<file path="src/rtl/qkb_pkg.sv">
// Shared types and constants for the quadrature knob with push button.
// No dependencies; imported by every module of the block.
package qkb_pkg;

    // Width of the microsecond time counters.
    localparam int TIME_BITS = 24;
    localparam int ELAPSED_W = 16;
    localparam int DEB_MS_W  = 10;
    localparam int HOLD_MS_W = 14;
    localparam int US_PER_MS = 1000;

    // Thresholds in microseconds; 1000 fits in 10 bits.
    localparam int DEB_THR_W  = DEB_MS_W + 10;
    localparam int HOLD_THR_W = HOLD_MS_W + 10;
    localparam int CMP_W      = (TIME_BITS > HOLD_THR_W) ? TIME_BITS : HOLD_THR_W;

    localparam logic [DEB_MS_W-1:0]  DEB_MS_RST  = DEB_MS_W'(20);
    localparam logic [HOLD_MS_W-1:0] HOLD_MS_RST = HOLD_MS_W'(1000);

    // Register indexes on the configuration port.
    localparam logic REG_DEBOUNCE = 1'b0;
    localparam logic REG_HOLD     = 1'b1;

    // Transition codes {previous AB, current AB}, both inverted.
    localparam logic [3:0] CW_CODE_0  = 4'b1101;
    localparam logic [3:0] CW_CODE_1  = 4'b0100;
    localparam logic [3:0] CW_CODE_2  = 4'b0010;
    localparam logic [3:0] CW_CODE_3  = 4'b1011;
    localparam logic [3:0] CCW_CODE_0 = 4'b1110;
    localparam logic [3:0] CCW_CODE_1 = 4'b0111;
    localparam logic [3:0] CCW_CODE_2 = 4'b0001;
    localparam logic [3:0] CCW_CODE_3 = 4'b1000;

    localparam int S_TDATA_W = 24;
    localparam int M_TDATA_W = 8;

    typedef struct packed {
        logic cw;
        logic ccw;
    } t_quad_flags;

    typedef struct packed {
        logic pressed;
        logic held;
        logic down;
    } t_btn_status;

    typedef struct packed {
        logic clear_pressed;
        logic clear_held;
    } t_btn_clear;

endpackage

</file>
<file path="src/rtl/qkb_quad.sv">
// Quadrature transition decoder with sticky direction flags.
// Depends on qkb_pkg.
module qkb_quad (
    input  logic               i_clk,
    input  logic               i_rst_n,
    input  logic               i_en,
    input  logic               i_a_level,
    input  logic               i_b_level,
    input  logic               i_clear_cw,
    input  logic               i_clear_ccw,
    output qkb_pkg::t_quad_flags o_flags
);
    import qkb_pkg::*;

    logic [1:0] r_last_ab;
    logic       r_cw;
    logic       r_ccw;
    logic [1:0] cur_ab;
    logic [3:0] code;
    logic       n_cw;
    logic       n_ccw;

    assign cur_ab = {~i_a_level, ~i_b_level};
    assign code   = {r_last_ab, cur_ab};

    always_comb begin
        n_cw  = r_cw;
        n_ccw = r_ccw;
        case (code) inside
            CW_CODE_0, CW_CODE_1, CW_CODE_2, CW_CODE_3: begin
                n_cw  = 1'b1;
                n_ccw = 1'b0;
            end
            CCW_CODE_0, CCW_CODE_1, CCW_CODE_2, CCW_CODE_3: begin
                n_cw  = 1'b0;
                n_ccw = 1'b1;
            end
            default: begin
            end
        endcase
    end

    // Flags as reported for this sample, before the clears apply.
    assign o_flags.cw  = n_cw;
    assign o_flags.ccw = n_ccw;

    always_ff @(posedge i_clk) begin
        if (!i_rst_n) begin
            r_last_ab <= '0;
            r_cw      <= 1'b0;
            r_ccw     <= 1'b0;
        end else if (i_en) begin
            r_last_ab <= cur_ab;
            r_cw      <= n_cw & ~i_clear_cw;
            r_ccw     <= n_ccw & ~i_clear_ccw;
        end
    end

endmodule

</file>
<file path="src/rtl/qkb_button.sv">
// Button debouncer with press and long-hold detection.
// Depends on qkb_pkg; thresholds arrive already scaled to microseconds.
module qkb_button (
    input  logic                              i_clk,
    input  logic                              i_rst_n,
    input  logic                              i_en,
    input  logic                              i_button_level,
    input  logic [qkb_pkg::ELAPSED_W-1:0]     i_elapsed_us,
    input  qkb_pkg::t_btn_clear               i_clear,
    input  logic [qkb_pkg::DEB_THR_W-1:0]     i_deb_thr,
    input  logic [qkb_pkg::HOLD_THR_W-1:0]    i_hold_thr,
    output qkb_pkg::t_btn_status              o_status
);
    import qkb_pkg::*;

    logic                 r_last_reading;
    logic                 r_down;
    logic                 r_pressed;
    logic                 r_held;
    logic [TIME_BITS-1:0] r_stable_time;
    logic [TIME_BITS-1:0] r_press_time;

    logic                 reading;
    logic [TIME_BITS:0]   stable_sum;
    logic [TIME_BITS:0]   press_sum;
    logic [TIME_BITS-1:0] stable_sat;
    logic [TIME_BITS-1:0] press_sat;
    logic [TIME_BITS-1:0] n_stable_time;
    logic [TIME_BITS-1:0] n_press_time;
    logic                 accept_level;
    logic                 n_down;
    logic                 n_pressed;
    logic                 n_held;
    logic                 held_mid;

    assign reading    = ~i_button_level;
    assign stable_sum = {1'b0, r_stable_time} + (TIME_BITS+1)'(i_elapsed_us);
    assign press_sum  = {1'b0, r_press_time} + (TIME_BITS+1)'(i_elapsed_us);
    assign stable_sat = stable_sum[TIME_BITS] ? '1 : stable_sum[TIME_BITS-1:0];
    assign press_sat  = press_sum[TIME_BITS] ? '1 : press_sum[TIME_BITS-1:0];

    assign n_stable_time = (reading != r_last_reading) ? '0 : stable_sat;

    // A new level is taken once the reading has been stable past the threshold.
    assign accept_level = (CMP_W'(n_stable_time) > CMP_W'(i_deb_thr))
                        && (reading != r_down);

    assign n_down       = accept_level ? reading : r_down;
    assign n_pressed    = r_pressed | (accept_level & reading);
    assign n_press_time = (accept_level & reading) ? '0 : press_sat;
    assign held_mid     = accept_level ? 1'b0 : r_held;
    assign n_held       = held_mid
                        | (n_down & (CMP_W'(n_press_time) > CMP_W'(i_hold_thr)));

    assign o_status.pressed = n_pressed;
    assign o_status.held    = n_held;
    assign o_status.down    = n_down;

    always_ff @(posedge i_clk) begin
        if (!i_rst_n) begin
            r_last_reading <= 1'b0;
            r_down         <= 1'b0;
            r_pressed      <= 1'b0;
            r_held         <= 1'b0;
            r_stable_time  <= '0;
            r_press_time   <= '0;
        end else if (i_en) begin
            r_last_reading <= reading;
            r_down         <= n_down;
            r_pressed      <= n_pressed & ~i_clear.clear_pressed;
            r_held         <= n_held & ~i_clear.clear_held;
            r_stable_time  <= n_stable_time;
            r_press_time   <= n_press_time;
        end
    end

endmodule

</file>
<file path="src/rtl/quadrature_knob_with_button.sv">
// Top level of the quadrature knob with push button: stream ports,
// configuration registers and result register. Depends on qkb_pkg,
// qkb_quad and qkb_button.
//
//  Channel   Direction  Carries
//  s_*       in         one pin sample with elapsed time and flag clears
//  m_*       out        one result per sample: four flags and button state
//  APB       in/out     debounce_ms at 0x0, hold_ms at 0x4
//
// The state update and the result are formed in the cycle the request is
// accepted, and the result shows on m_* the next cycle. A new sample is
// accepted every cycle while the result register is empty or being drained,
// so throughput is one sample per clock. Reset is synchronous; it clears
// all state but the result data and restores the default thresholds.
// A stall on m_tready holds the result and stops intake only when the result
// register is still full.
module quadrature_knob_with_button (
    input  logic                           i_clk,
    input  logic                           i_rst_n,
    // Sample stream.
    input  logic                           s_tvalid,
    output logic                           s_tready,
    // Bits from 0: a_level, b_level, button_level, elapsed_us[15:0],
    // clear_cw, clear_ccw, clear_pressed, clear_held, zero padding.
    input  logic [qkb_pkg::S_TDATA_W-1:0]  s_tdata,
    // Result stream.
    output logic                           m_tvalid,
    input  logic                           m_tready,
    // Bits from 0: cw_event, ccw_event, pressed_event, held_event,
    // button_down, zero padding.
    output logic [qkb_pkg::M_TDATA_W-1:0]  m_tdata,
    // Configuration port.
    input  logic                           psel,
    input  logic                           penable,
    input  logic                           pwrite,
    input  logic [2:0]                     paddr,
    input  logic [31:0]                    pwdata,
    output logic [31:0]                    prdata,
    output logic                           pready
);
    import qkb_pkg::*;

    logic [DEB_MS_W-1:0]   r_debounce_ms;
    logic [HOLD_MS_W-1:0]  r_hold_ms;
    logic [DEB_THR_W-1:0]  r_deb_thr;
    logic [HOLD_THR_W-1:0] r_hold_thr;
    logic                  r_m_tvalid;
    logic [M_TDATA_W-1:0]  r_m_tdata;

    logic                  accept;
    logic                  cfg_write;
    t_quad_flags           quad_flags;
    t_btn_status           btn_status;
    t_btn_clear            btn_clear;

    // ---------------------------------------------------------------------
    // Configuration. The microsecond thresholds are scaled once, at write
    // time, so the per-sample path holds only adds and compares.
    // ---------------------------------------------------------------------
    assign pready    = 1'b1;
    assign cfg_write = psel & penable & pwrite;

    always_ff @(posedge i_clk) begin
        if (!i_rst_n) begin
            r_debounce_ms <= DEB_MS_RST;
            r_hold_ms     <= HOLD_MS_RST;
            r_deb_thr     <= DEB_THR_W'(DEB_MS_RST * US_PER_MS);
            r_hold_thr    <= HOLD_THR_W'(HOLD_MS_RST * US_PER_MS);
        end else if (cfg_write) begin
            unique case (paddr[2])
                REG_DEBOUNCE: begin
                    r_debounce_ms <= pwdata[DEB_MS_W-1:0];
                    r_deb_thr     <= DEB_THR_W'(pwdata[DEB_MS_W-1:0] * US_PER_MS);
                end
                REG_HOLD: begin
                    r_hold_ms  <= pwdata[HOLD_MS_W-1:0];
                    r_hold_thr <= HOLD_THR_W'(pwdata[HOLD_MS_W-1:0] * US_PER_MS);
                end
                default: begin
                end
            endcase
        end
    end

    always_comb begin
        unique case (paddr[2])
            REG_DEBOUNCE: prdata = 32'(r_debounce_ms);
            REG_HOLD:     prdata = 32'(r_hold_ms);
            default:      prdata = '0;
        endcase
    end

    // ---------------------------------------------------------------------
    // Sample path. The result register doubles as the skid stage: intake
    // continues whenever it is empty or drains in the same cycle.
    // ---------------------------------------------------------------------
    assign s_tready = ~r_m_tvalid | m_tready;
    assign accept   = s_tvalid & s_tready;

    assign btn_clear.clear_pressed = s_tdata[21];
    assign btn_clear.clear_held    = s_tdata[22];

    qkb_quad u_quad (
        .i_clk       (i_clk),
        .i_rst_n     (i_rst_n),
        .i_en        (accept),
        .i_a_level   (s_tdata[0]),
        .i_b_level   (s_tdata[1]),
        .i_clear_cw  (s_tdata[19]),
        .i_clear_ccw (s_tdata[20]),
        .o_flags     (quad_flags)
    );

    qkb_button u_button (
        .i_clk          (i_clk),
        .i_rst_n        (i_rst_n),
        .i_en           (accept),
        .i_button_level (s_tdata[2]),
        .i_elapsed_us   (s_tdata[18:3]),
        .i_clear        (btn_clear),
        .i_deb_thr      (r_deb_thr),
        .i_hold_thr     (r_hold_thr),
        .o_status       (btn_status)
    );

    always_ff @(posedge i_clk) begin
        if (!i_rst_n) begin
            r_m_tvalid <= 1'b0;
        end else if (accept) begin
            r_m_tvalid <= 1'b1;
        end else if (m_tready) begin
            r_m_tvalid <= 1'b0;
        end
    end

    always_ff @(posedge i_clk) begin
        if (accept) begin
            r_m_tdata <= {3'b000, btn_status.down, btn_status.held,
                          btn_status.pressed, quad_flags.ccw, quad_flags.cw};
        end
    end

    assign m_tvalid = r_m_tvalid;
    assign m_tdata  = r_m_tdata;

    // ---------------------------------------------------------------------
    // Checks.
    // ---------------------------------------------------------------------
    // Intake stalls only while a result waits on a stalled consumer.
    a_ready_only_on_stall: assert property (@(posedge i_clk) disable iff (!i_rst_n)
        !s_tready |-> (m_tvalid && !m_tready))
        else $error("sample intake stalled without a pending result");

    // Every accepted sample produces a result in the next cycle.
    a_result_follows: assert property (@(posedge i_clk) disable iff (!i_rst_n)
        (s_tvalid && s_tready) |=> m_tvalid)
        else $error("accepted sample produced no result");

    // The two direction flags are mutually exclusive.
    a_dir_exclusive: assert property (@(posedge i_clk) disable iff (!i_rst_n)
        m_tvalid |-> !(m_tdata[0] && m_tdata[1]))
        else $error("clockwise and counter-clockwise both reported");

    // A long hold is only reported while the button is debounced down.
    a_held_needs_down: assert property (@(posedge i_clk) disable iff (!i_rst_n)
        (m_tvalid && m_tdata[3]) |-> m_tdata[4])
        else $error("held reported with the button released");

endmodule
</file>
<file path="config.mk">
export PLATFORM = sky130hd
export DESIGN_NAME = quadrature_knob_with_button
export DESIGN_NICKNAME = d
export VERILOG_FILES = /design/src/rtl/qkb_pkg.sv /design/src/rtl/qkb_quad.sv /design/src/rtl/qkb_button.sv /design/src/rtl/quadrature_knob_with_button.sv
export SDC_FILE = /design/constraint.sdc
export NUM_CORES = 1
export LEC_CHECK = 0
export BUFFER_PORTS_ARGS = -buffer_cell sky130_fd_sc_hd__buf_2
export CORE_AREA = 5 5 145 147
export DETAILED_ROUTE_END_ITERATION = 8
export DIE_AREA = 0 0 150 152
export PLACE_DENSITY_LB_ADDON = 0.08
export SETUP_SLACK_MARGIN = 0.3
export SYNTH_ARGS = -nofsm -noshare
export SYNTH_HDL_FRONTEND = slang
export SYNTH_SLANG_ARGS = --single-unit
export TNS_END_PERCENT = 10
</file>
<file path="constraint.sdc">
create_clock -name i_clk -period 8.8 [get_ports i_clk]
set_input_delay 0.44 -clock i_clk [delete_from_list [all_inputs] [get_ports i_clk]]
set_output_delay 0.44 -clock i_clk [all_outputs]
set_load 0.02 [all_outputs]
</file>
=== Word-level counts from Yosys, hierarchy flattened ===
Cells that the tools add are included.

* Bits in registers: 124
* Bits in latches: 0
* RAM bits: 0
* Bits in read-only memories: 0
* Bits of input ports: 66
* Output and inout bits: 43
* Logic and storage cells: 71
* Memories: 0

* Add/sub/neg operators: 2
* $mul: 2
* Div/mod/pow operators: 0
* $lt $le $gt $ge: 2
* Equality and inequality tests: 10
* Shifts and indexed selects: 0
* Mux-type cells: 13
* Bitwise operators: 21
* Reduce and logical (&&, ||, !) cells: 6

{| class="wikitable"
|+ Operator list
! kind !! count
|-
| 2-to-1 mux 24 bit || 4
|-
| case mux 32 bit (2 select lines) || 1
|-
| adder 24 x 16 -> 25 bit || 2
|-
| greater-than comparator 24 x 20 -> 1 bit || 1
|-
| greater-than comparator 24 bit || 1
|-
| multiplier 14 x 7 -> 21 bit, second input constant || 1
|-
| multiplier 10 x 7 -> 17 bit, second input constant || 1
|-
| == test 4 bit, second input constant || 4
|-
| AND 1 bit || 9
|-
| inverter 1 bit || 9
|-
| == test 4 x 3 -> 1 bit, second input constant || 2
|-
| 2-to-1 mux 1 bit || 8
|-
| OR reduction 4 bit || 2
|-
| == test 4 x 1 -> 1 bit, second input constant || 1
|-
| == test 4 x 2 -> 1 bit, second input constant || 1
|-
| AND reduction 2 bit || 2
|-
| bitwise OR 1 bit || 3
|-
| != test 1 bit || 2
|-
| nonzero test 2 bit || 1
|-
| logical AND 1 bit || 1
|}

=== Depth between registers and ports, before layout ===
Gate-level depths: netlist of run 1.

* Word-level depth: 11
* Mapped depth: 32
* Mapped depth without buffers: 31

=== Cells and area by module ===
Synthesis of run 1 repeated with hierarchy kept, for this count alone.

* Cells, all modules: 1380
* Area, all modules: 11399.7 µm²

{| class="wikitable"
|+ By module, submodules not included
! module !! instances !! cells each !! area an instance (µm²) !! seq. area each (µm²)
|-
| qkb_button || 1 || 730 || 5581.6 || 1041.0
|-
| quadrature_knob_with_button || 1 || 622 || 5570.3 || 1331.3
|-
| qkb_quad || 1 || 28 || 247.7 || 80.1
|}

=== Worst setup path after synthesis of run 1 ===
Ideal clock, no wire load.

* Kind: input port to flip-flop
* From: in s_tdata[3] in the netlist's numbering
* To: reg r_m_tdata[3], in the netlist m_tdata[3] (data pin)
* Setup time: 0.256 ns
* Arrival time: 6.082 ns
* Required time: 8.544 ns
* Setup slack: 2.462 ns
* Stages: 31
* Path buffers: 1
* Cells stage by stage: ha_1 > fa_1 > a211oi_2 > o21ai_2 > o31ai_2 > a21boi_0 > o21a_1 > o21a_1 > or3_1 > a21oi_1 > nor2_1 > ha_1 > nand4_1 > nor4_1 > a211oi_1 > o21a_1 > or2_2 > o311ai_4 > a21oi_4 > nor2_2 > buf_6 > nor3_2 > ha_1 > nand4_1 > nor2_1 > nand3_1 > nor3_1 > nand4_1 > or4_1 > nand4_1 > nand2_1

* Word-level cells in the longest chain between the ends: 10
* Elaborated cells between the ends (all ways): 14
* Those cells by class: add/sub: 2; order compare: 2; mux: 6; bitwise: 3; reduce/logical: 1

{| class="wikitable"
|+ Ends and longest elaborated chain
! element !! RTL line !! RTL
|-
| start, declared || quadrature_knob_with_button.sv:25 || <nowiki>input logic [qkb_pkg::S_TDATA_W-1:0] s_tdata,</nowiki>
|-
| adder 24 x 16 -> 25 bit || qkb_button.sv:37 || <nowiki>assign stable_sum = {1'b0, r_stable_time} + (TIME_BITS+1)'(i_elapsed_us);</nowiki>
|-
| 2-to-1 mux 24 bit || qkb_button.sv:39 || <nowiki>assign stable_sat = stable_sum[TIME_BITS] ? '1 : stable_sum[TIME_BITS-1:0];</nowiki>
|-
| 2-to-1 mux 24 bit || qkb_button.sv:42 || <nowiki>assign n_stable_time = (reading != r_last_reading) ? '0 : stable_sat;</nowiki>
|-
| named net u_button.n_stable_time[14] || qkb_button.sv:28 || <nowiki>logic [TIME_BITS-1:0] n_stable_time;</nowiki>
|-
| greater-than comparator 24 x 20 -> 1 bit || qkb_button.sv:45 || <nowiki>assign accept_level = (CMP_W'(n_stable_time) > CMP_W'(i_deb_thr))</nowiki>
|-
| logical AND 1 bit || qkb_button.sv:46 || <nowiki>&& (reading != r_down);</nowiki>
|-
| AND 1 bit || qkb_button.sv:50 || <nowiki>assign n_press_time = (accept_level & reading) ? '0 : press_sat;</nowiki>
|-
| 2-to-1 mux 24 bit || qkb_button.sv:50 ||
|-
| named net u_button.n_press_time[23] || qkb_button.sv:29 || <nowiki>logic [TIME_BITS-1:0] n_press_time;</nowiki>
|-
| greater-than comparator 24 bit || qkb_button.sv:53 || <nowiki>| (n_down & (CMP_W'(n_press_time) > CMP_W'(i_hold_thr)));</nowiki>
|-
| AND 1 bit || qkb_button.sv:53 ||
|-
| bitwise OR 1 bit || qkb_button.sv:53 ||
|-
| named net u_button.n_held || qkb_button.sv:33 || <nowiki>logic n_held;</nowiki>
|-
| end signal, assigned || quadrature_knob_with_button.sv:138 || <nowiki>r_m_tdata <= {3'b000, btn_status.down, btn_status.held,</nowiki>
|-
| end, declared || quadrature_knob_with_button.sv:48 || <nowiki>logic [M_TDATA_W-1:0] r_m_tdata;</nowiki>
|}

The timed path passes the listed nets, and every way through them passes these cells.
A chain may end at the register's enable or synchronous reset.

=== Worst setup path after layout of run 1 ===
* From: reg u_button.r_stable_time[0]
* To: reg r_m_tdata[3], in the netlist m_tdata[3] (data pin)

* Word-level cells in the longest chain between the ends: 10
* Elaborated cells between the ends (all ways): 12
* Those cells by class: add/sub: 1; order compare: 2; mux: 5; bitwise: 3; reduce/logical: 1

{| class="wikitable"
|+ Ends and longest elaborated chain
! element !! RTL line !! RTL
|-
| start, declared || qkb_button.sv:20 || <nowiki>logic [TIME_BITS-1:0] r_stable_time;</nowiki>
|-
| start signal, assigned || qkb_button.sv:72 || <nowiki>r_stable_time <= n_stable_time;</nowiki>
|-
| adder 24 x 16 -> 25 bit || qkb_button.sv:37 ||
|-
| 2-to-1 mux 24 bit || qkb_button.sv:39 ||
|-
| 2-to-1 mux 24 bit || qkb_button.sv:42 ||
|-
| named net u_button.n_stable_time[14] || qkb_button.sv:28 ||
|-
| greater-than comparator 24 x 20 -> 1 bit || qkb_button.sv:45 ||
|-
| logical AND 1 bit || qkb_button.sv:46 ||
|-
| AND 1 bit || qkb_button.sv:50 ||
|-
| 2-to-1 mux 24 bit || qkb_button.sv:50 ||
|-
| named net u_button.n_press_time[23] || qkb_button.sv:29 ||
|-
| greater-than comparator 24 bit || qkb_button.sv:53 ||
|-
| AND 1 bit || qkb_button.sv:53 ||
|-
| bitwise OR 1 bit || qkb_button.sv:53 ||
|-
| named net u_button.n_held || qkb_button.sv:33 ||
|}

The timed path passes the listed nets, and every way through them passes these cells.

==> flow_summary_export.csv, run 1 <==
group,metric,value,unit
worst_setup_path,end_kind,"register",
logic_synthesis,synthTopCellsByArea,"dfxtp_1 (22%), ha_1 (16%), fa_1 (9.7%)",
worst_setup_path,reg2reg_to,"m_tdata[3]$_DFFE_PP_",
final_layout,nets,1560,
route,wirelength,26.2,mm
worst_setup_path,criticalPathCategory,"register to register",
final_layout,drive_gt1_share,12.3,%
grt,grt_max_degree,69,
clocking,htreeDepth,4,
grt,use_met2,39.0,%
logic_synthesis,synth_top_cell_area_share,21.8,%
flow_run,maxCapViolCount,0,
clocking,root_buffer,"clkbuf_16",
grt,use_met1,32.4,%
clocking,clkTransAtPathRegs,0.06,ns
logic_synthesis,seq_area_frac_synth,23.2,%
clocking,tritoncts,"yes",
die,rows,52,
die,dieArea,22800,µm²
worst_setup_path,rr_worst_depth,30,
sta,rsz0062_at_grt,"false",
worst_setup_path,cp_slowest_cell,"nor2_2",
route,drcViolationCount,0,
route,wl_per_cell,16.5,µm
final_layout,fillers,1886,
clocking,cts_sinks,120,
sta,setup_viol,0,
final_layout,fin_cells,1588,
route,ant_nets,0,
sta,final.period_utilization,84.3,%
logic_synthesis,synthDistinctLibCells,82,
worst_setup_path,cpMostUsedCell,"nand4_1",
sta,skew,0.0114,ns
clocking,post_cts_resized,0,
sta,worst_slew_pin_slew,1.09,ns
logic_synthesis,synth_top_family_by_area,"adder cells",
grt,top_usage_layer,"met2",
final_layout,postLayoutCoreUtil,58.6,%
clocking,cts_inserted_buffers,17,
placement,dp.cells,1556,
min_path,hold_class,"input port to register",
logic_synthesis,synth-edff-count,5,
final_layout,final_area,11600,µm²
power,finalPower,2.67,mW
logic_synthesis,synthMuxAreaShare,1.16,%
clocking,post_cts_buffers,0,
final_layout,antenna_cells,0,
sta,fin_crit,7.41,ns
logic_synthesis,synth_compound_area_share,20.9,%
grt,overflow,0,
logic_synthesis,async_reset_ff_share,0,%
grt,grt_pass1_wl,43.9,mm
final_layout,areaGrowthSynthToFinish,9.79,%
worst_setup_path,rr_startpoint,"u_button.r_stable_time[0]$_SDFFE_PN0P_",
worst_setup_path,crit_required,8.96,ns
worst_setup_path,critPathMaxFanout,20,
sta,slew_headroom,27.3,%
sta,hold_violations,0,
route,drt_iter0_drc,468,
die,core,19800,µm²
die,start_util,53.4,%
logic_synthesis,yosys.area_share.simple,17.1,%
sta,setup_tns,0,ns
placement,routabilityCongestion,0.881,
die,io_pins,109,
sta,slew_viol_final,0,
power,pwr_density_cell,230,nW/µm²
logic_synthesis,synth_fa_ha_area_share,26.1,%
worst_setup_path,slowest_delay,0.59,ns
logic_synthesis,synth.cell_area,10600,µm²
placement,hpwl,19.7,mm
run_status,status,"complete, no violations",
logic_synthesis,synth_cells,1259,
logic_synthesis,synthXorXnorAreaFrac,4.48,%
min_path,holdPathStages,2,
clocking,max-clock-path-buffers,2,
logic_synthesis,synthFlopType,"dfxtp_1",
power,leakage,5.13,nW
worst_setup_path,crit_arrival,7.58,ns
power,vdd_drop_max,0.138,mV
min_path,worst_hold_path.endpoint,"u_quad.r_last_ab[0]$_SDFFE_PN0P_",
grt,antenna_found_initial,1,
min_path,hp-start,"s_tdata[1]",
route,viasPerCell,5.55,
grt,grt_pass1_vias,8680,
logic_synthesis,yosysTopAreaCell,"dfxtp_1",
route,vias,8807,
logic_synthesis,avgSynthCellArea,8.39,µm²
worst_setup_path,startpoint_type,"register",
placement,io_buffers,65,
logic_synthesis,ys_seq_elements,120,
die,die_w,150,µm
grt,grt_util_all_layers,23.7,%
placement,place_area,11000,µm²
clocking,clkLatencyLatePin,0.42,ns
clocking,postCtsHoldBufs,0,
grt,use_met3,3.57,%
worst_setup_path,rrSetupSlack,1.39,ns
sta,fmax,135,MHz
logic_synthesis,ys_warn_count,0,
die,die_h,152,µm
route,first_pass_iters,5,
## logic make-up (layout without fill, tap and decap cells)
| family | Yosys count | in the layout |
|---|---|---|
| DFF | 120 | 120 |
| other | 2 | 22 |
| muxes | 11 | 11 |
| buffers and inverters | 166 | 205 |
| AOI/OAI and AO/OA | 331 | 331 |
| xor gates and xnor gates | 54 | 54 |
| and+or+nand+nor | 385 | 385 |
| adders and majority gates | 190 | 190 |
## final cells by class
| type | instances | area, µm² | share of cell area (%) |
|---|---|---|---|
| multi-input combinational | 993 | 7460 | 64.4 |
| sequential | 120 | 2450 | 21.2 |
| clock buffer | 17 | 425 | 3.67 |
| timing repair buffer | 73 | 385 | 3.32 |
| inverter | 100 | 375 | 3.24 |
| tap | 270 | 338 | 2.91 |
| clock inverter | 15 | 154 | 1.33 |
## per-layer routing
metal,part of all wire [%],wire (µm)
met1,48,12600
met2,46,12100
met3,3.8,988
met4,1.8,476
met5,0.050,13
## how the worst max path moves through the flow
| stage | from | to |
|---|---|---|
| finish | u_button.r_stable_time[0]$_SDFFE_PN0P_ | m_tdata[3]$_DFFE_PP_ |
| global route | u_button.r_stable_time[0]$_SDFFE_PN0P_ | m_tdata[3]$_DFFE_PP_ |
| CTS | u_button.r_stable_time[0]$_SDFFE_PN0P_ | m_tdata[3]$_DFFE_PP_ |
| detailed placement | s_tdata[3] | m_tdata[3]$_DFFE_PP_ |
| global placement | s_tdata[3] | m_tdata[3]$_DFFE_PP_ |
| floorplan | s_tdata[3] | m_tdata[3]$_DFFE_PP_ |
## metrics by stage
step                      hold WS (ns)  worst slack, ns
after CTS                        0.212             1.33
after detailed placement         0.444             1.09
after global routing             0.217            0.608
after floorplan                  0.429             2.46
after global placement           0.439             1.20
final                            0.220             1.39
## cells in the final DEF (no fill, tap or decap), drive strengths merged, types with 5 or more instances in the layout
cell type,count
a21oi,132
inv,101
a21boi,5
clkbuf,17
nor2b,6
o21ai,64
xor2,19
o21a,12
o21bai,7
and2,10
a31oi,12
ha,138
o211ai,23
fa,51
or2,6
a21o,18
edfxtp,5
mux2,10
clkinvlp,6
and4,5
conb,22
nor2,71
xnor2,35
nor3,29
buf,73
and3,11
a211oi,21
nand4,15
nor4,5
or3,10
clkinv,6
nand2,177
dfxtp,115
nand2b,7
nand3,23
## cells in the mapped netlist (all sizes together) (5+ instances only)
cell type,count
o211ai,23
o21ai,64
nand4,15
buf,31
a21o,18
xnor2,35
or3,10
nor4,5
mux2,10
inv,100
nand2b,7
a21boi,5
xor2,19
dfxtp,115
a211oi,21
ha,138
edfxtp,5
and2,10
o21bai,7
clkbuf,35
or2,6
nor2b,6
a21oi,132
nor2,71
nor3,29
nand3,23
and4,5
a31oi,12
and3,11
fa,51
nand2,177
o21a,12
## state kept, by name, indices dropped and copies added, names as in the netlist
signal / count
r_hold_ms: 14
u_button.r_held: 1
u_button.r_pressed: 1
u_button.r_press_time: 24
u_quad.r_ccw: 1
u_quad.r_last_ab: 2
m_tvalid: 1
r_hold_thr: 19
u_quad.r_cw: 1
m_tdata: 5
r_debounce_ms: 10
r_deb_thr: 15
u_button.r_stable_time: 24
u_button.r_down: 1
u_button.r_last_reading: 1
## power breakdown
part	switching, mW	total, mW	internal, mW
clock network	0.276	0.691	0.416
logic	0.791	1.37	0.576
registers	0.0210	0.608	0.587
total	1.09	2.67	1.58
## worst max-delay path: cells and delay by family (launching register included)
family	cells	cell delay (ns)
flip-flops	1	0.32
AND/OR/NAND/NOR	15	3.37
adder cells (fa/ha/maj)	4	1.29
AO/OA/AOI/OAI	11	2.14
(Power assumes the default switching activity.)
==> run 2: changes to the inputs <==
clock period = 7.7 ns   (was 8.8 ns; I/O delays follow)
==> flow_summary_export.csv, run 2 (synthesized netlist as in run 1, its figures left out) <==
group,metric,value,unit
run_status,status,"complete, no violations",
placement,io_buffers,65,
worst_setup_path,rr_worst_depth,30,
clocking,root_buffer,"clkbuf_16",
sta,setup_viol,0,
worst_setup_path,rr_startpoint,"u_button.r_stable_time[0]$_SDFFE_PN0P_",
worst_setup_path,reg2reg_to,"m_tdata[3]$_DFFE_PP_",
final_layout,final_common_cell,"nand2_1",
route,wl_per_cell,16.3,µm
worst_setup_path,criticalPathCategory,"register to register",
route,ant_nets,0,
grt,grt_util_all_layers,23.1,%
grt,grt_pass1_vias,8486,
die,die_w,150,µm
grt,overflow,0,
sta,slew_viol_final,0,
worst_setup_path,critPathMaxFanout,8,
clocking,clkTransAtPathRegs,0.06,ns
sta,worst_slew_pin_slew,1.06,ns
sta,rsz0062_at_grt,"false",
route,top_layer,"met5",
route,m1WireLength,12.2,mm
final_layout,areaGrowthSynthToFinish,10.2,%
route,drt_iter0_drc,413,
grt,grt_max_degree,68,
power,pwr_density_cell,263,nW/µm²
power,vdd_drop_max,0.175,mV
final_layout,postLayoutCoreUtil,58.8,%
final_layout,drive_gt1_share,12.7,%
sta,slew_headroom,29.4,%
clocking,htreeDepth,4,
worst_setup_path,crit_required,7.87,ns
die,dieArea,22800,µm²
route,vias,8747,
worst_setup_path,slowest_delay,0.48,ns
route,wirelength,26.0,mm
worst_setup_path,cp_slowest_cell,"or4_1",
min_path,hp-start,"s_tdata[1]",
final_layout,reg_top3,"u_button.r_press_time (24), u_button.r_stable_time (24), r_hold_thr (19)",
power,leakage,5.16,nW
grt,grt_pass1_wl,42.8,mm
sta,setup_tns,0,ns
final_layout,antenna_cells,0,
min_path,holdPathStages,2,
placement,hpwl,19.9,mm
worst_setup_path,cpMostUsedCell,"nand4_1",
grt,antenna_found_initial,1,
min_path,hold_class,"input port to register",
min_path,worst_hold_path.endpoint,"u_quad.r_last_ab[0]$_SDFFE_PN0P_",
worst_setup_path,startpoint_type,"register",
clocking,clkLatencyLatePin,0.43,ns
clocking,postCtsHoldBufs,0,
sta,fin_crit,6.87,ns
sta,holdWs,0.167,ns
route,first_pass_iters,5,
sta,skew,0.0133,ns
clocking,cts_sinks,120,
die,io_pins,109,
die,rows,52,
clocking,max-clock-path-buffers,2,
worst_setup_path,end_kind,"register",
route,drcViolationCount,0,
flow_run,maxCapViolCount,0,
route,wl_met2,12.0,mm
sta,final.period_utilization,89.3,%
route,wl_met3,1.28,mm
die,die_h,152,µm
die,core,19800,µm²
worst_setup_path,rrSetupSlack,0.83,ns
clocking,tritoncts,"yes",
clocking,cts_inserted_buffers,17,
sta,hold_violations,0,
sta,fmax,145,MHz
die,start_util,53.4,%
final_layout,nets,1562,
worst_setup_path,crit_arrival,7.04,ns
placement,routabilityCongestion,0.864,
final_layout,mostFrequentLayoutCells,"nand2_1 (177), ha_1 (138), a21oi_1 (130)",
route,viasPerCell,5.50,
[run 2: power breakdown]
group	switching, mW	internal [mW]
clock	0.314	0.478
combinational	0.912	0.662
sequential	0.0241	0.671
[run 2: routing by layer]
metal / up-vias / track usage (%)
met5: - / 0
met4: 2 / 6.19
met3: 29 / 4.17
met2: 204 / 37.5
met1: 4045 / 31.6
li1: 4467 / -
[run 2: area by class of cell]
class / instances / area (µm²)
clock buffers: 18 / 429
flip-flops and latches: 120 / 2450
repair buffers: 75 / 400
multi-input cells: 993 / 7490
clock inverters: 14 / 151
fillers: 1885 / 8140
inverters: 100 / 375
well taps: 270 / 338
[run 2: worst max path at each step]
stage,from,endpoint,slack (ns),cells past startpoint
after floorplan,s_tdata[3],m_tdata[3]$_DFFE_PP_,1.42,31
after global routing,u_button.r_stable_time[0]$_SDFFE_PN0P_,m_tdata[3]$_DFFE_PP_,0.27,31
after CTS,u_button.r_stable_time[0]$_SDFFE_PN0P_,m_tdata[3]$_DFFE_PP_,0.51,31
final,u_button.r_stable_time[0]$_SDFFE_PN0P_,m_tdata[3]$_DFFE_PP_,0.83,30
after global placement,s_tdata[3],m_tdata[3]$_DFFE_PP_,0.48,32
after detailed placement,s_tdata[3],m_tdata[3]$_DFFE_PP_,0.32,32
[run 2: what timing repair did]
action / in CTS / in global routing
setup endpoints to repair: 0 / 2
resized for setup: 0 / 5
buffers inserted: 0 / 2
[run 2: per-stage QoR]
step	total power [mW]	setup slack (ns)	instance area (µm²)	std cells
4_1_cts	3.08	0.510	11600	1588
5_1_grt	3.32	0.275	11600	1590
2_1_floorplan	1.93	1.42	10600	1279
3_5_place_dp	2.27	0.323	11000	1556
3_3_place_gp	2.25	0.476	11000	1556
6_report	3.06	0.826	11600	1590
[run 2: worst max-delay path, delay by kind of cell (launching register included)]
family | cells | cell delay, ns
and+or+nand+nor | 13 | 2.55
AOI/OAI and AO/OA | 13 | 2.49
DFF | 1 | 0.31
adders and majority gates | 4 | 1.29
==> run 3: changes to the inputs <==
BUFFER_PORTS_ARGS = -buffer_cell sky130_fd_sc_hd__buf_4   (was -buffer_cell sky130_fd_sc_hd__buf_2)
==> flow_summary_export.csv, run 3 (synthesized netlist as in run 1, its figures left out) <==
group,metric,value,unit
grt,grt_max_degree,76,
final_layout,fillers,1861,
worst_setup_path,cp_slowest_cell,"or4_1",
grt,overflow,0,
power,vdd_drop_max,0.184,mV
clocking,htreeDepth,4,
final_layout,drive_gt1_share,12.4,%
die,core,19800,µm²
sta,worst_slew_pin_slew,1.29,ns
die,die_h,152,µm
final_layout,mostFrequentLayoutCells,"nand2_1 (176), ha_1 (138), a21oi_1 (130)",
worst_setup_path,criticalPathCategory,"register to register",
placement,pre_cts_slack,0.528,ns
worst_setup_path,startpoint_type,"register",
final_layout,nets,1562,
sta,setup_viol,0,
worst_setup_path,crit_arrival,7.03,ns
route,first_pass_iters,6,
clocking,cts_sinks,120,
power,leakage,5.22,nW
sta,final.period_utilization,89.1,%
grt,grt_pass1_wl,43.3,mm
worst_setup_path,critPathMaxFanout,7,
sta,skew,0.00905,ns
grt,antenna_found_initial,0,
route,vias,8832,
worst_setup_path,cpMostUsedCell,"nand4_1",
power,finalPower,3.11,mW
sta,final.setup.worst_slack,0.836,ns
placement,hpwl,19.8,mm
clocking,max-clock-path-buffers,2,
sta,slew_headroom,14.0,%
min_path,hold_class,"input port to register",
final_layout,reg_top3,"u_button.r_press_time (24), u_button.r_stable_time (24), r_hold_thr (19)",
grt,grt_pass1_vias,8474,
sta,holdWs,0.159,ns
die,io_pins,109,
sta,rsz0062_at_grt,"false",
clocking,postCtsHoldBufs,0,
route,drcViolationCount,0,
run_status,status,"complete, no violations",
die,rows,52,
die,dieArea,22800,µm²
final_layout,antenna_cells,0,
route,wl_per_cell,16.5,µm
clocking,cts_inserted_buffers,17,
worst_setup_path,crit_required,7.87,ns
clocking,root_buffer,"clkbuf_16",
sta,fmax,146,MHz
die,die_w,150,µm
route,ant_nets,0,
worst_setup_path,end_kind,"register",
sta,setup_tns,0,ns
clocking,clkLatencyLatePin,0.42,ns
sta,fin_crit,6.86,ns
placement,routabilityCongestion,0.852,
route,drt_iter0_drc,481,
sta,hold_violations,0,
worst_setup_path,slowest_delay,0.48,ns
final_layout,final_common_cell,"nand2_1",
clocking,post_cts_buffers,0,
sta,slew_viol_final,0,
power,pwr_density_cell,264,nW/µm²
clocking,tritoncts,"yes",
placement,io_buffers,65,
grt,grt_util_all_layers,23.3,%
die,start_util,53.4,%
flow_run,maxCapViolCount,0,
route,viasPerCell,5.56,
clocking,clkTransAtPathRegs,0.05,ns
route,wirelength,26.3,mm
final_layout,areaGrowthSynthToFinish,11.8,%
-- run 3: cell types whose count changed in the layout (fill, tap and decap cells not counted), moves of 2 or more --
cell,before,now
clkinv_4,5,0
buf_2,65,0
buf_4,10,75
clkbuf_8,0,3
inv_6,2,0
clkbuf_1,1,3
-- run 3: stage by stage --
step | utilization [%] | area [µm²] | cells
2_1_floorplan | - | 10600 | 1279
3_3_place_gp | 56.6 | 11200 | 1558
3_5_place_dp | 56.6 | 11200 | 1558
4_1_cts | 59.6 | 11800 | 1589
5_1_grt | 59.7 | 11800 | 1589
6_report | 59.7 | 11800 | 1589
-- run 3: cell type report --
cell class | count | area, µm² | share of cell area, %
Multi-Input combinational cell | 993 | 7480 | 63.4
Timing Repair Buffer | 75 | 563 | 4.77
Tap cell | 270 | 338 | 2.86
Clock buffer | 23 | 478 | 4.05
Clock inverter | 8 | 120 | 1.02
Sequential cell | 120 | 2450 | 20.8
Inverter | 100 | 375 | 3.18
-- run 3: worst paths after layout --
kind | start | endpoint | slack, ns | depth (start not counted)
setup reg to reg | u_button.r_stable_time[0]$_SDFFE_PN0P_ | m_tdata[3]$_DFFE_PP_ | 0.84 | 31
hold / removal | s_tdata[1] | u_quad.r_last_ab[0]$_SDFFE_PN0P_ | 0.16 | 2
hold reg to reg | r_hold_thr[13]$_SDFFE_PN0P_ | r_hold_thr[13]$_SDFFE_PN0P_ | 0.45 | 2
setup / recovery | u_button.r_stable_time[0]$_SDFFE_PN0P_ | m_tdata[3]$_DFFE_PP_ | 0.84 | 31
-- run 3: repair_timing --
item                                    CTS  global route
endpoints found under the setup margin    0             2
resized for setup                         0             4
hold endpoints to repair                  0             0
-- run 3: metal layers --
layer	up-vias	share of wire, %	track usage [%]
met5	-	0	0
met4	0	2.0	6.75
met3	35	3.7	3.43
met2	180	46	37.6
met1	4139	48	32.5
li1	4478	-	-
-- run 3: power by group --
part           switching [mW]  total [mW]  internal (mW)
Sequential             0.0241       0.695          0.671
Clock                   0.293       0.824          0.531
Combinational           0.921        1.59          0.673
-- run 3: critical path, delay by kind of cell (launching register included) --
| family | cells | cell delay [ns] |
|---|---|---|
| compound gates | 13 | 2.23 |
| fa+ha+maj | 4 | 1.28 |
| buf+inv | 1 | 0.19 |
| flops | 1 | 0.31 |
| simple gates | 13 | 2.62 |
